## config.mk

```make
export PLATFORM = sky130hd
export DESIGN_NAME = utf16_newline_converter_flat
export DESIGN_NICKNAME = d
export VERILOG_FILES = /design/src/rtl/u16nl_pkg.sv /design/src/rtl/u16nl_unit_if.sv /design/src/rtl/u16nl_result_if.sv /design/src/rtl/u16nl_cfg_if.sv /design/src/rtl/u16nl_cfg_regs.sv /design/src/rtl/u16nl_core.sv /design/src/rtl/u16nl_outq.sv /design/src/rtl/utf16_newline_converter.sv /design/src/flat_wrapper.sv
export VERILOG_INCLUDE_DIRS = /design/src /design/src/rtl
export SDC_FILE = /design/constraint.sdc
export NUM_CORES = 1
export LEC_CHECK = 0
export BUFFER_PORTS_ARGS = -buffer_cell sky130_fd_sc_hd__buf_2
export CORE_MARGIN = 2
export CORE_UTILIZATION = 55
export CTS_CLUSTER_SIZE = 16
export DETAILED_ROUTE_END_ITERATION = 8
export PLACE_DENSITY = 0.74
export RECOVER_POWER = 50
export SYNTH_ARGS = -nofsm -noshare
export SYNTH_HDL_FRONTEND = slang
export SYNTH_HIERARCHICAL = 1
export SYNTH_SLANG_ARGS = --single-unit
export TNS_END_PERCENT = 5
```

## constraint.sdc

```tcl
create_clock -name clk -period 4.7 [get_ports clk]
set_clock_uncertainty 0.15 [all_clocks]
set_input_delay 0.94 -clock clk [delete_from_list [all_inputs] [get_ports clk]]
set_output_delay 0.94 -clock clk [all_outputs]
set_load 0.05 [all_outputs]
```

## src/rtl/utf16_newline_converter_macros.svh

```systemverilog
// Assertion macros for the UTF-16 newline converter.
// Each macro expects clk and arst_n in the scope where it is used.
`ifndef UTF16_NEWLINE_CONVERTER_MACROS_SVH
`define UTF16_NEWLINE_CONVERTER_MACROS_SVH

// The expression holds at every clock edge outside reset.
`define U16NL_ASSERT_ALWAYS(label, expr, msg) \
	label: assert property (@(posedge clk) disable iff (!arst_n) (expr)) \
		else $error(msg);

// When the antecedent holds, the consequent holds in the same cycle.
`define U16NL_ASSERT_SAME(label, ante, cons, msg) \
	label: assert property (@(posedge clk) disable iff (!arst_n) (ante) |-> (cons)) \
		else $error(msg);

// When the antecedent holds, the consequent holds in the next cycle.
`define U16NL_ASSERT_NEXT(label, ante, cons, msg) \
	label: assert property (@(posedge clk) disable iff (!arst_n) (ante) |=> (cons)) \
		else $error(msg);

`endif

```

## src/rtl/u16nl_pkg.sv

```systemverilog
// ----------------------------------------------------------------------------
// u16nl_pkg
// Types, codes and helpers shared by the UTF-16 newline converter.
// ----------------------------------------------------------------------------
`default_nettype none

package u16nl_pkg;

	localparam logic [7:0] CH_CR = 8'h0D;
	localparam logic [7:0] CH_LF = 8'h0A;

	// Result queue geometry; one item makes at most MAX_RES results.
	localparam int MAX_RES = 2;
	localparam int QDEPTH  = 4;
	localparam int QAW     = $clog2(QDEPTH);
	localparam int QCW     = $clog2(QDEPTH + 1);

	localparam int CFG_IW = 2;
	localparam int CFG_DW = 2;

	typedef enum logic [1:0] {
		FMT_UNIX = 2'd0,
		FMT_MAC  = 2'd1,
		FMT_WIN  = 2'd2
	} fmt_t;

	typedef enum logic [CFG_IW-1:0] {
		REG_SOURCE_FORMAT = 2'd0,
		REG_TARGET_FORMAT = 2'd1,
		REG_SWAP_ENABLE   = 2'd2
	} cfg_reg_t;

	typedef struct packed {
		logic [1:0] source_format;
		logic [1:0] target_format;
		logic       swap_enable;
	} cfg_t;

	typedef struct packed {
		logic [7:0] byte_first;
		logic [7:0] byte_second;
	} unit_t;

	typedef struct packed {
		logic [7:0] byte_first;
		logic [7:0] byte_second;
		logic       stream_end;
	} item_t;

	typedef struct packed {
		unit_t unit;
		logic  last;
	} result_t;

	typedef struct packed {
		logic [1:0] count;
		result_t    res0;
		result_t    res1;
	} push_t;

	typedef struct packed {
		logic fire;
		logic stream_end;
		logic have_held;
	} core_status_t;

	typedef struct packed {
		logic [QCW-1:0] count;
	} q_status_t;

	// Newline character in the given byte order; big puts the zero byte first.
	function automatic unit_t make_nl(input logic [7:0] ch, input logic big);
		unit_t u;
		u.byte_first  = big ? 8'h00 : ch;
		u.byte_second = big ? ch : 8'h00;
		return u;
	endfunction

	function automatic unit_t make_data(input logic [7:0] b0, input logic [7:0] b1,
			input logic sw);
		unit_t u;
		u.byte_first  = sw ? b1 : b0;
		u.byte_second = sw ? b0 : b1;
		return u;
	endfunction

endpackage

`default_nettype wire

```

## src/rtl/u16nl_unit_if.sv

```systemverilog
// ----------------------------------------------------------------------------
// u16nl_unit_if
// Input channel: one UTF-16 code unit per item, with an end-of-text mark.
// ----------------------------------------------------------------------------
`default_nettype none

interface u16nl_unit_if;
	logic       valid;
	logic       ready;
	logic [7:0] in_byte_first;
	logic [7:0] in_byte_second;
	logic       stream_end;

	modport source(output valid, output in_byte_first, output in_byte_second,
		output stream_end, input ready);
	modport sink(input valid, input in_byte_first, input in_byte_second,
		input stream_end, output ready);
endinterface

`default_nettype wire

```

## src/rtl/u16nl_result_if.sv

```systemverilog
// ----------------------------------------------------------------------------
// u16nl_result_if
// Output channel: one emitted code unit per item, last marks end of a run.
// ----------------------------------------------------------------------------
`default_nettype none

interface u16nl_result_if;
	logic       valid;
	logic       ready;
	logic [7:0] out_byte_first;
	logic [7:0] out_byte_second;
	logic       last_of_run;

	modport source(output valid, output out_byte_first, output out_byte_second,
		output last_of_run, input ready);
	modport sink(input valid, input out_byte_first, input out_byte_second,
		input last_of_run, output ready);
endinterface

`default_nettype wire

```

## src/rtl/u16nl_cfg_if.sv

```systemverilog
// ----------------------------------------------------------------------------
// u16nl_cfg_if
// Configuration write channel: register index and write data.
// ----------------------------------------------------------------------------
`default_nettype none

interface u16nl_cfg_if;
	logic                         valid;
	logic                         ready;
	logic [u16nl_pkg::CFG_IW-1:0] index;
	logic [u16nl_pkg::CFG_DW-1:0] data;

	modport source(output valid, output index, output data, input ready);
	modport sink(input valid, input index, input data, output ready);
endinterface

`default_nettype wire

```

## src/rtl/u16nl_cfg_regs.sv

```systemverilog
// ----------------------------------------------------------------------------
// u16nl_cfg_regs
// Format and swap registers, written through the configuration channel.
// ----------------------------------------------------------------------------
`default_nettype none

module u16nl_cfg_regs (
	input  wire logic                         clk,
	input  wire logic                         arst_n,
	input  wire logic                         wr_valid,
	output logic                              wr_ready,
	input  wire logic [u16nl_pkg::CFG_IW-1:0] wr_index,
	input  wire logic [u16nl_pkg::CFG_DW-1:0] wr_data,
	output u16nl_pkg::cfg_t                   settings
);
	import u16nl_pkg::*;

	cfg_t cfg_q;

	assign wr_ready = 1'b1;
	assign settings = cfg_q;

	always_ff @(posedge clk or negedge arst_n) begin
		if (!arst_n) begin
			cfg_q <= '0;
		end else if (wr_valid) begin
			case (cfg_reg_t'(wr_index))
				REG_SOURCE_FORMAT: cfg_q.source_format <= wr_data[1:0];
				REG_TARGET_FORMAT: cfg_q.target_format <= wr_data[1:0];
				REG_SWAP_ENABLE:   cfg_q.swap_enable   <= wr_data[0];
				default: ;
			endcase
		end
	end

endmodule

`default_nettype wire

```

## src/rtl/u16nl_core.sv

```systemverilog
// ----------------------------------------------------------------------------
// u16nl_core
// Input register, newline conversion logic and the held-unit state.
// ----------------------------------------------------------------------------
`default_nettype none

module u16nl_core (
	input  wire logic                  clk,
	input  wire logic                  arst_n,
	input  wire logic                  item_valid,
	output logic                       item_ready,
	input  wire u16nl_pkg::item_t      item,
	input  wire u16nl_pkg::cfg_t       settings,
	input  wire logic                  room,
	output u16nl_pkg::push_t           push,
	output u16nl_pkg::core_status_t    status
);
	import u16nl_pkg::*;

	logic        valid_s1;
	item_t       item_s1;

	logic [15:0] held_q;
	logic        have_q;
	logic        skip_q;

	logic [15:0] held_next;
	logic        have_next;
	logic        skip_next;

	logic        fire;
	logic        copy_mode;
	logic [7:0]  src_ch;
	logic [7:0]  tgt_ch;
	logic        is_nl;
	logic        big;
	logic [15:0] cur;
	logic        pair;
	logic        skip_mid;
	logic        emit_a;
	logic        emit_b;
	unit_t       data_cur;
	unit_t       data_held;
	unit_t       unit_a;
	unit_t       u0;
	unit_t       u1;
	logic [1:0]  cnt;

	assign fire       = valid_s1 && room;
	assign item_ready = !valid_s1 || fire;

	always_ff @(posedge clk or negedge arst_n) begin
		if (!arst_n) begin
			valid_s1 <= 1'b0;
		end else if (item_ready) begin
			valid_s1 <= item_valid;
		end
	end

	always_ff @(posedge clk) begin
		if (item_ready && item_valid) begin
			item_s1 <= item;
		end
	end

	assign cur       = {item_s1.byte_first, item_s1.byte_second};
	assign copy_mode = (settings.source_format == settings.target_format) ||
		(settings.source_format == 2'd3) || (settings.target_format == 2'd3);
	assign src_ch    = (fmt_t'(settings.source_format) == FMT_UNIX) ? CH_LF : CH_CR;
	assign tgt_ch    = (fmt_t'(settings.target_format) == FMT_UNIX) ? CH_LF : CH_CR;
	assign is_nl     = (item_s1.byte_first == src_ch && item_s1.byte_second == 8'h00) ||
		(item_s1.byte_first == 8'h00 && item_s1.byte_second == src_ch);
	// The byte order of a newline follows the unit that carries it.
	assign big       = (item_s1.byte_first == 8'h00) != settings.swap_enable;
	assign data_cur  = make_data(item_s1.byte_first, item_s1.byte_second,
		settings.swap_enable);
	assign data_held = make_data(held_q[15:8], held_q[7:0], settings.swap_enable);

	// A CR LF pair counts only when both units share one byte order.
	assign pair     = (cur == {CH_LF, 8'h00} && held_q == {CH_CR, 8'h00}) ||
		(cur == {8'h00, CH_LF} && held_q == {8'h00, CH_CR});
	assign skip_mid = have_q ? pair : skip_q;
	assign emit_a   = have_q && (pair || !skip_q);
	assign emit_b   = item_s1.stream_end && !skip_mid;
	assign unit_a   = pair ? make_nl(tgt_ch, big) : data_held;

	always_comb begin
		u0        = data_cur;
		u1        = data_cur;
		cnt       = 2'd1;
		held_next = held_q;
		have_next = have_q;
		skip_next = skip_q;
		if (copy_mode) begin
			u0  = data_cur;
			cnt = 2'd1;
		end else if (fmt_t'(settings.source_format) != FMT_WIN) begin
			if (is_nl) begin
				if (fmt_t'(settings.target_format) == FMT_WIN) begin
					u0  = make_nl(CH_CR, big);
					u1  = make_nl(CH_LF, big);
					cnt = 2'd2;
				end else begin
					u0  = make_nl(tgt_ch, big);
					cnt = 2'd1;
				end
			end else begin
				u0  = data_cur;
				cnt = 2'd1;
			end
		end else begin
			if (emit_a) begin
				u0  = unit_a;
				u1  = data_cur;
				cnt = emit_b ? 2'd2 : 2'd1;
			end else begin
				u0  = data_cur;
				cnt = emit_b ? 2'd1 : 2'd0;
			end
			held_next = cur;
			have_next = 1'b1;
			skip_next = skip_mid;
		end
		if (item_s1.stream_end) begin
			have_next = 1'b0;
			skip_next = 1'b0;
		end
	end

	always_ff @(posedge clk or negedge arst_n) begin
		if (!arst_n) begin
			held_q <= '0;
			have_q <= 1'b0;
			skip_q <= 1'b0;
		end else if (fire) begin
			held_q <= held_next;
			have_q <= have_next;
			skip_q <= skip_next;
		end
	end

	assign push.count     = fire ? cnt : 2'd0;
	assign push.res0.unit = u0;
	assign push.res0.last = (cnt == 2'd1);
	assign push.res1.unit = u1;
	assign push.res1.last = 1'b1;

	assign status.fire       = fire;
	assign status.stream_end = item_s1.stream_end;
	assign status.have_held  = have_q;

endmodule

`default_nettype wire

```

## src/rtl/u16nl_outq.sv

```systemverilog
// ----------------------------------------------------------------------------
// u16nl_outq
// Small result queue; takes up to two results a cycle, hands out one.
// ----------------------------------------------------------------------------
`default_nettype none

module u16nl_outq (
	input  wire logic                  clk,
	input  wire logic                  arst_n,
	input  wire u16nl_pkg::push_t      push,
	output logic                       room,
	output logic                       res_valid,
	input  wire logic                  res_ready,
	output u16nl_pkg::result_t         res,
	output u16nl_pkg::q_status_t       status
);
	import u16nl_pkg::*;

	result_t        mem [QDEPTH];
	logic [QAW-1:0] wr_q;
	logic [QAW-1:0] rd_q;
	logic [QCW-1:0] count_q;
	logic           pop;
	logic [QAW-1:0] wr_plus1;

	assign res_valid = (count_q != '0);
	assign res       = mem[rd_q];
	assign pop       = res_valid && res_ready;
	assign wr_plus1  = wr_q + QAW'(1);
	// Room is judged on the stored count alone, so ready does not depend on
	// the downstream handshake.
	assign room      = count_q <= QCW'(QDEPTH - MAX_RES);

	always_ff @(posedge clk) begin
		if (push.count != 2'd0) begin
			mem[wr_q] <= push.res0;
		end
		if (push.count == 2'd2) begin
			mem[wr_plus1] <= push.res1;
		end
	end

	always_ff @(posedge clk or negedge arst_n) begin
		if (!arst_n) begin
			wr_q    <= '0;
			rd_q    <= '0;
			count_q <= '0;
		end else begin
			wr_q    <= wr_q + QAW'(push.count);
			rd_q    <= rd_q + QAW'(pop);
			count_q <= count_q + QCW'(push.count) - QCW'(pop);
		end
	end

	assign status.count = count_q;

endmodule

`default_nettype wire

```

## src/rtl/utf16_newline_converter.sv

```systemverilog
// ----------------------------------------------------------------------------
// utf16_newline_converter
// Converts UTF-16 line endings between LF, CR and CR LF, with byte swapping.
// ----------------------------------------------------------------------------
// Channel      Role   Handshake     Carries
// code_units   sink   valid/ready   in_byte_first, in_byte_second, stream_end
// results      source valid/ready   out_byte_first, out_byte_second, last_of_run
// cfg          sink   valid/ready   index, data (always ready)
//
// An item enters the input register and is converted from there; its zero to two
// results are written into a four-entry result queue. While results are taken,
// one item a cycle is taken as long as each makes at most one result; the queue's
// single read port sets the rate at one result a cycle otherwise.
// Reset clears the format registers, the held unit and the queue.
// A stalled output fills the queue; input ready drops once the input register
// holds an item and fewer than two queue entries are free.
// ----------------------------------------------------------------------------
`default_nettype none

`include "utf16_newline_converter_macros.svh"

module utf16_newline_converter (
	input  wire logic      clk,
	input  wire logic      arst_n,
	u16nl_unit_if.sink     code_units,
	u16nl_result_if.source results,
	u16nl_cfg_if.sink      cfg
);
	import u16nl_pkg::*;

	cfg_t         settings;
	item_t        item;
	logic         room;
	push_t        core_push;
	core_status_t core_status;
	q_status_t    q_status;
	result_t      res;
	logic [3:0]   fill_after_push;
	logic         end_fire;

	assign item.byte_first  = code_units.in_byte_first;
	assign item.byte_second = code_units.in_byte_second;
	assign item.stream_end  = code_units.stream_end;

	u16nl_cfg_regs u_cfg (
		.clk      (clk),
		.arst_n   (arst_n),
		.wr_valid (cfg.valid),
		.wr_ready (cfg.ready),
		.wr_index (cfg.index),
		.wr_data  (cfg.data),
		.settings (settings)
	);

	u16nl_core u_core (
		.clk        (clk),
		.arst_n     (arst_n),
		.item_valid (code_units.valid),
		.item_ready (code_units.ready),
		.item       (item),
		.settings   (settings),
		.room       (room),
		.push       (core_push),
		.status     (core_status)
	);

	u16nl_outq u_outq (
		.clk       (clk),
		.arst_n    (arst_n),
		.push      (core_push),
		.room      (room),
		.res_valid (results.valid),
		.res_ready (results.ready),
		.res       (res),
		.status    (q_status)
	);

	assign results.out_byte_first  = res.unit.byte_first;
	assign results.out_byte_second = res.unit.byte_second;
	assign results.last_of_run     = res.last;

	assign fill_after_push = 4'(q_status.count) + 4'(core_push.count);
	assign end_fire        = core_status.fire && core_status.stream_end;

	`U16NL_ASSERT_ALWAYS(a_queue_bound, q_status.count <= QCW'(QDEPTH), "result queue over depth")
	`U16NL_ASSERT_SAME(a_no_overflow, core_status.fire, fill_after_push <= 4'(QDEPTH), "queue overflow")
	`U16NL_ASSERT_NEXT(a_end_clears, end_fire, !core_status.have_held, "held unit survives end of text")

endmodule

`default_nettype wire
```

## src/flat_wrapper.sv

```systemverilog
// flat-port wrapper written by rule: the top's interface ports become plain ports
module utf16_newline_converter_flat import u16nl_pkg::*;
  (clk, arst_n, code_units_valid, code_units_in_byte_first, code_units_in_byte_second, code_units_stream_end, code_units_ready, results_valid, results_out_byte_first, results_out_byte_second, results_last_of_run, results_ready, cfg_valid, cfg_index, cfg_data, cfg_ready);
  u16nl_unit_if code_units_i ();
  u16nl_result_if results_i ();
  u16nl_cfg_if cfg_i ();
  input  wire logic clk;
  input  wire logic arst_n;
  input wire logic [$bits(code_units_i.valid)-1:0] code_units_valid;
  input wire logic [$bits(code_units_i.in_byte_first)-1:0] code_units_in_byte_first;
  input wire logic [$bits(code_units_i.in_byte_second)-1:0] code_units_in_byte_second;
  input wire logic [$bits(code_units_i.stream_end)-1:0] code_units_stream_end;
  output wire logic [$bits(code_units_i.ready)-1:0] code_units_ready;
  output wire logic [$bits(results_i.valid)-1:0] results_valid;
  output wire logic [$bits(results_i.out_byte_first)-1:0] results_out_byte_first;
  output wire logic [$bits(results_i.out_byte_second)-1:0] results_out_byte_second;
  output wire logic [$bits(results_i.last_of_run)-1:0] results_last_of_run;
  input wire logic [$bits(results_i.ready)-1:0] results_ready;
  input wire logic [$bits(cfg_i.valid)-1:0] cfg_valid;
  input wire logic [$bits(cfg_i.index)-1:0] cfg_index;
  input wire logic [$bits(cfg_i.data)-1:0] cfg_data;
  output wire logic [$bits(cfg_i.ready)-1:0] cfg_ready;
  assign code_units_i.valid = code_units_valid;
  assign code_units_i.in_byte_first = code_units_in_byte_first;
  assign code_units_i.in_byte_second = code_units_in_byte_second;
  assign code_units_i.stream_end = code_units_stream_end;
  assign code_units_ready = code_units_i.ready;
  assign results_valid = results_i.valid;
  assign results_out_byte_first = results_i.out_byte_first;
  assign results_out_byte_second = results_i.out_byte_second;
  assign results_last_of_run = results_i.last_of_run;
  assign results_i.ready = results_ready;
  assign cfg_i.valid = cfg_valid;
  assign cfg_i.index = cfg_index;
  assign cfg_i.data = cfg_data;
  assign cfg_ready = cfg_i.ready;
  utf16_newline_converter u_core (.clk(clk), .arst_n(arst_n), .code_units(code_units_i), .results(results_i), .cfg(cfg_i));
endmodule
```

==> results of run 1 <==
==> per-stage QoR <==
step / util (%) / cell area [µm²] / hold WS (ps)
3_3_place_gp: 58.7 / 6960 / 358
5_1_grt: 63.8 / 7570 / 393
2_1_floorplan: - / 6620 / 287
3_5_place_dp: 58.7 / 6960 / 354
4_1_cts: 64.2 / 7610 / 361
6_report: 63.8 / 7570 / 360
==> power by group through the flow <==
stage          Combinational, mW  Clock (mW)  Sequential (mW)
2_1_floorplan               1.68           0             1.63
3_3_place_gp                1.89           0             1.81
3_5_place_dp                1.92           0             1.83
4_1_cts                     1.95        1.44             1.81
5_1_grt                     2.05        1.48             1.86
6_report                    1.91        1.42             1.81
==> layout by cell type, fill, tap and decap left out, types with 16 or more instances in the layout <==
master and n:
buf_2 23, clkbuf_1 22, clkbuf_16 17, dfrtp_1 31, edfxtp_1 85, inv_1 16
mux2_2 84, mux2i_1 23, mux4_2 17, nor2_1 18
==> layout make-up <==
cell class,count,area share [%]
clock inverters,14,2.98
flip-flops and latches,116,44.0
well taps,147,2.43
repair buffers,55,3.59
inverters,16,0.794
clock buffers,18,5.67
multi-input cells,309,40.6
==> flip-flops by register name, summed over array words and instances, names as in the netlist <==
name,cells
u_core/u_outq/mem,68
u_core/u_core/cur,16
u_core/u_core/held_q,16
u_core/u_cfg/settings,5
u_core/u_outq/status,3
u_core/u_outq/rd_q,2
u_core/u_outq/wr_q,2
u_core/u_core/have_q,1
u_core/u_core/skip_q,1
u_core/u_core/status,1
u_core/u_core/valid_s1,1
==> critical path: stages, from the launching register on <==
cell and delay (ps):
edfxtp_1 430, nor4_1 650, nand4_1 340, a21o_1 340, a21oi_4 180, ha_1 180
a21oi_1 70, nor2_1 510, nor4bb_4 390, buf_4 300, mux2_2 380
==> worst min-delay path by stage <==
stage | from | to | slack (ps) | depth (start not counted)
2_1_floorplan | u_core/u_core/status[1] | u_core/u_core/have_q | 290 | 1
3_3_place_gp | u_core/u_core/status[1] | u_core/u_core/have_q | 360 | 1
3_5_place_dp | u_core/u_core/status[1] | u_core/u_core/have_q | 350 | 1
4_1_cts | u_core/u_core/status[1] | u_core/u_core/have_q | 360 | 1
5_1_grt | u_core/u_core/status[1] | u_core/u_core/have_q | 390 | 1
6_report | u_core/u_core/status[1] | u_core/u_core/have_q | 360 | 1
==> per-layer routing <==
metal | up-vias | part of all wire, %
li1 | 1931 | -
met1 | 2004 | 46
met2 | 116 | 47
met3 | 21 | 4.9
met4 | 0 | 1.7
met5 | - | 0
==> flow_summary.yaml, run 1 <==
status:
  violations: "capacitance limit, slew limit"
  outcome: "finished with violations"
die:
  die_area_mm2: 0.0129
  core_area_mm2: 0.0119
  rows: 40
  fp.dieW_um: 114
  initial_core_util_pct: 55.8
  dieHeight_um: 114
  io_pins: 46
worst_setup_path:
  r2r-end: "u_core/u_outq/mem[3][1]"
  critPathLaunchType: "register"
  end_kind: "register"
  r2r-start: "u_core/u_core/cur[5]"
  worst_ep_arrival_time_ps: 4200
  r2r_cells: 10
  required_ps: 4720
  crit_start: "u_core/u_core/cur[5]"
  endpoint: "u_core/u_outq/mem[3][1]"
  r2r_slack_ps: 520
  worstSetupPathType: "reg2reg"
  crit_fanout: 17
cells_and_area:
  final_cells: 675
  ff_latch_area_mm2: 0.00333
  antenna_cells: 0
  areaGrowthSynthToFinish_pct: 14.4
  fill_cells: 898
  fin_nets: 546
  multiInputGateArea_mm2: 0.00307
  drive_gt1_share_pct: 38.1
timing:
  setup_tns_ps: 0
  layout_min_cycle_time_ps: 4180
  finalSetupViolCount: 0
  rsz0062_at_grt: "no"
  fmax_mhz: 239
  setup_ws_ps: 520
  period_share_pct: 88.9
  finalMaxSlewViolations: 32
  worst_pin_slew_ps: 1650
  finalHoldViolCount: 0
  slew_headroom_pct: -10.3
yosys:
  yosysWarnings: 6
  syn-instance-count: 467
  syn-num-nets: 498
  syn_area_mm2: 0.00662
  avgSynthCellArea_um2: 14.2
clock_tree:
  htreeDepth: 4
  root_buffer: "clkbuf_16"
  post-cts-setup-buffers: 0
  clk_pin_slew_ps: 50
  clock_latency_ps: 420
  cts_buffers: 17
  clock_path_buffers: 2
  holdBufCountCts: 0
  cts_resized: 0
  cts_tree: "done"
  cts.sinks: 116
pwr:
  p_clk_share_pct: 27.6
  p_seq_share_pct: 35.2
  power_switching_mw: 1.91
  power_density_mw_per_mm2: 679
  power_mw: 5.14
  p_int_mw: 3.22
  p_leak_nw: 2.78
  swShare_pct: 37.2
  share_comb_of_total_power_pct: 37.2
  irDropWorstVdd_v: 0.000357
drt:
  drt-initial-drc-count: 269
  vias: 4072
  drt_first_pass_iters: 5
  antenna_left: 0
  drc: 0
  vias_per_cell: 6.03
  wl_per_cell_um: 19.9
  wl_um: 13500
place:
  portBuffers: 44
  dp_hpwl_um: 9080
  place_ws_ps: 781
  place_congestion: 0.912
  placedCellCount: 643
flow_run:
  drv_cap: 1
global_routing:
  grt.total_usage_pct: 22.2
  use_met3_pct: 5.53
  grt-busiest-layer: "met2"
  use_met2_pct: 34.3
  grt.overflow.total: 0
  grt_pass1_wl_um: 21600
  first_global_vias: 4021
  antenna_found_initial: 0
  grt_use_met1_pct: 30.6
  grt_max_degree: 32
min_path:
  hp-class: "reg2reg"
Power figures use the tool's default switching activity.
==> run 2: changes to the inputs <==
CELL_PAD_IN_SITES_DETAIL_PLACEMENT = 1   (was default)
CELL_PAD_IN_SITES_GLOBAL_PLACEMENT = 2   (was default)
CORE_UTILIZATION = 44   (was 55)
GPL_TIMING_DRIVEN = 1   (was default)
PLACE_DENSITY = 0.8   (was 0.74)
==> flow_summary.yaml, run 2 (synthesized netlist as in run 1, its figures left out) <==
status:
  outcome: "finished with violations"
  violations: "capacitance limit, slew limit"
cells_and_area:
  areaGrowthSynthToFinish_pct: 15.7
  layout_commonest_cell: "edfxtp_1"
  fin_area_mm2: 0.00765
  final_cell_mix: "edfxtp_1, mux2_2, dfrtp_1"
  antenna_cells: 0
  regMostFlops: "u_core/u_outq/mem"
  drive_gt1_share_pct: 37.4
  largest_register_ffs: 68
  fill_cells: 1458
  fin_nets: 547
die:
  fp.dieW_um: 127
  rows: 44
  dieHeight_um: 127
  io_pins: 46
  die_area_mm2: 0.0160
  core_area_mm2: 0.0146
  initial_core_util_pct: 45.3
place:
  dpl-instance-area_mm2: 0.00701
  place_congestion: 0.803
  dp_hpwl_um: 10600
  portBuffers: 44
clock_tree:
  clk_pin_slew_ps: 50
  clock_path_buffers: 2
  post-cts-setup-buffers: 0
  cts.sinks: 116
  cts_tree: "done"
  htreeDepth: 4
  cts_buffers: 17
  clock_latency_ps: 430
  root_buffer: "clkbuf_16"
  cts_resized: 0
  holdBufCountCts: 0
drt:
  drt-met1-wl_um: 7490
  top_layer_used: "met4"
  wl_met3_um: 480
  drt_first_pass_iters: 4
  vias_per_cell: 5.79
  vias: 4128
  antenna_left: 0
  dr_wl_met2_um: 7290
  wl_um: 15600
  wl_per_cell_um: 21.8
  drt-initial-drc-count: 243
  drc: 0
global_routing:
  grt_max_degree: 32
  antenna_found_initial: 0
  grt_pass1_wl_um: 24900
  first_global_vias: 4324
  grt.total_usage_pct: 20.5
  grt.overflow.total: 0
timing:
  finalMaxSlewViolations: 32
  setup_tns_ps: 0
  finalHoldViolCount: 0
  fmax_mhz: 240
  layout_min_cycle_time_ps: 4160
  period_share_pct: 88.6
  rsz0062_at_grt: "no"
  worst_pin_slew_ps: 1690
  slew_headroom_pct: -12.7
  finalSetupViolCount: 0
worst_setup_path:
  critPathLaunchType: "register"
  crit_fanout: 18
  required_ps: 4720
  worst_ep_arrival_time_ps: 4180
  worstSetupPathType: "reg2reg"
  end_kind: "register"
pwr:
  irDropWorstVdd_v: 0.000285
  p_leak_nw: 2.80
  power_density_mw_per_mm2: 690
flow_run:
  drv_cap: 1
min_path:
  hp-class: "reg2reg"
-- run 2: changes by cell type in the layout (fill, tap and decap cells not counted), sizes merged --
cell	previous run	this run
clkinvlp	3	2
inv	19	18
buf	31	33
bufinv	5	7
clkbuf	42	41
-- run 2: where the power goes --
part	switching [mW]	internal, mW
Clock	0.474	1.04
Sequential	0.305	1.48
Combinational	1.18	0.800
Total	1.96	3.32
-- run 2: layout make-up --
type	instances	area [µm²]	share of cell area (%)
clock buffer	18	429	5.61
clock inverter	14	254	3.32
sequential	116	3330	43.5
timing repair buffer	56	278	3.63
tap	184	230	3.01
multi-input combinational	309	3080	40.2
inverter	16	60.1	0.785
-- run 2: through the flow --
step	utilization (%)	hold WS (ps)	instances	worst slack, ps	power [mW]
final	52.5	351	713	537	5.28
after CTS	52.7	357	713	630	5.36
after floorplan	-	287	467	393	3.32
after global placement	48.1	331	681	780	3.74
after detailed placement	48.1	350	681	634	3.81
after global routing	52.5	369	713	217	5.56
-- run 2: path summary, 6_finish.rpt --
kind | from | to | slack [ps] | cells past startpoint
max | u_core/u_core/cur[5] | u_core/u_outq/mem[0][0] | 540 | 11
max in group asynchronous | arst_n | u_core/u_core/skip_q | 2620 | 1
min | u_core/u_core/status[1] | u_core/u_core/have_q | 350 | 1
min reg2reg | u_core/u_core/status[1] | u_core/u_core/have_q | 350 | 1
max reg2reg | u_core/u_core/cur[5] | u_core/u_outq/mem[0][0] | 540 | 11
min in group asynchronous | arst_n | u_core/u_core/held_q[2] | 800 | 1
-- run 2: worst max-delay path: stages (launching register included) --
cell and delay [ps]:
edfxtp_1 440, nor4_2 510, nand4_1 300, a211oi_4 450, a211oi_1 110, ha_1 320, nor2_1 50, nor3_1 180
clkbuf_1 460, nand4b_4 240, buf_4 310, mux2_2 380
-- run 2: per-layer routing --
metal | GRT usage (%) | vias to the layer above
met2 | 32.0 | 82
met4 | 8.02 | 0
li1 | - | 1939
met3 | 4.26 | 23
met5 | 0 | -
met1 | 28.2 | 2084
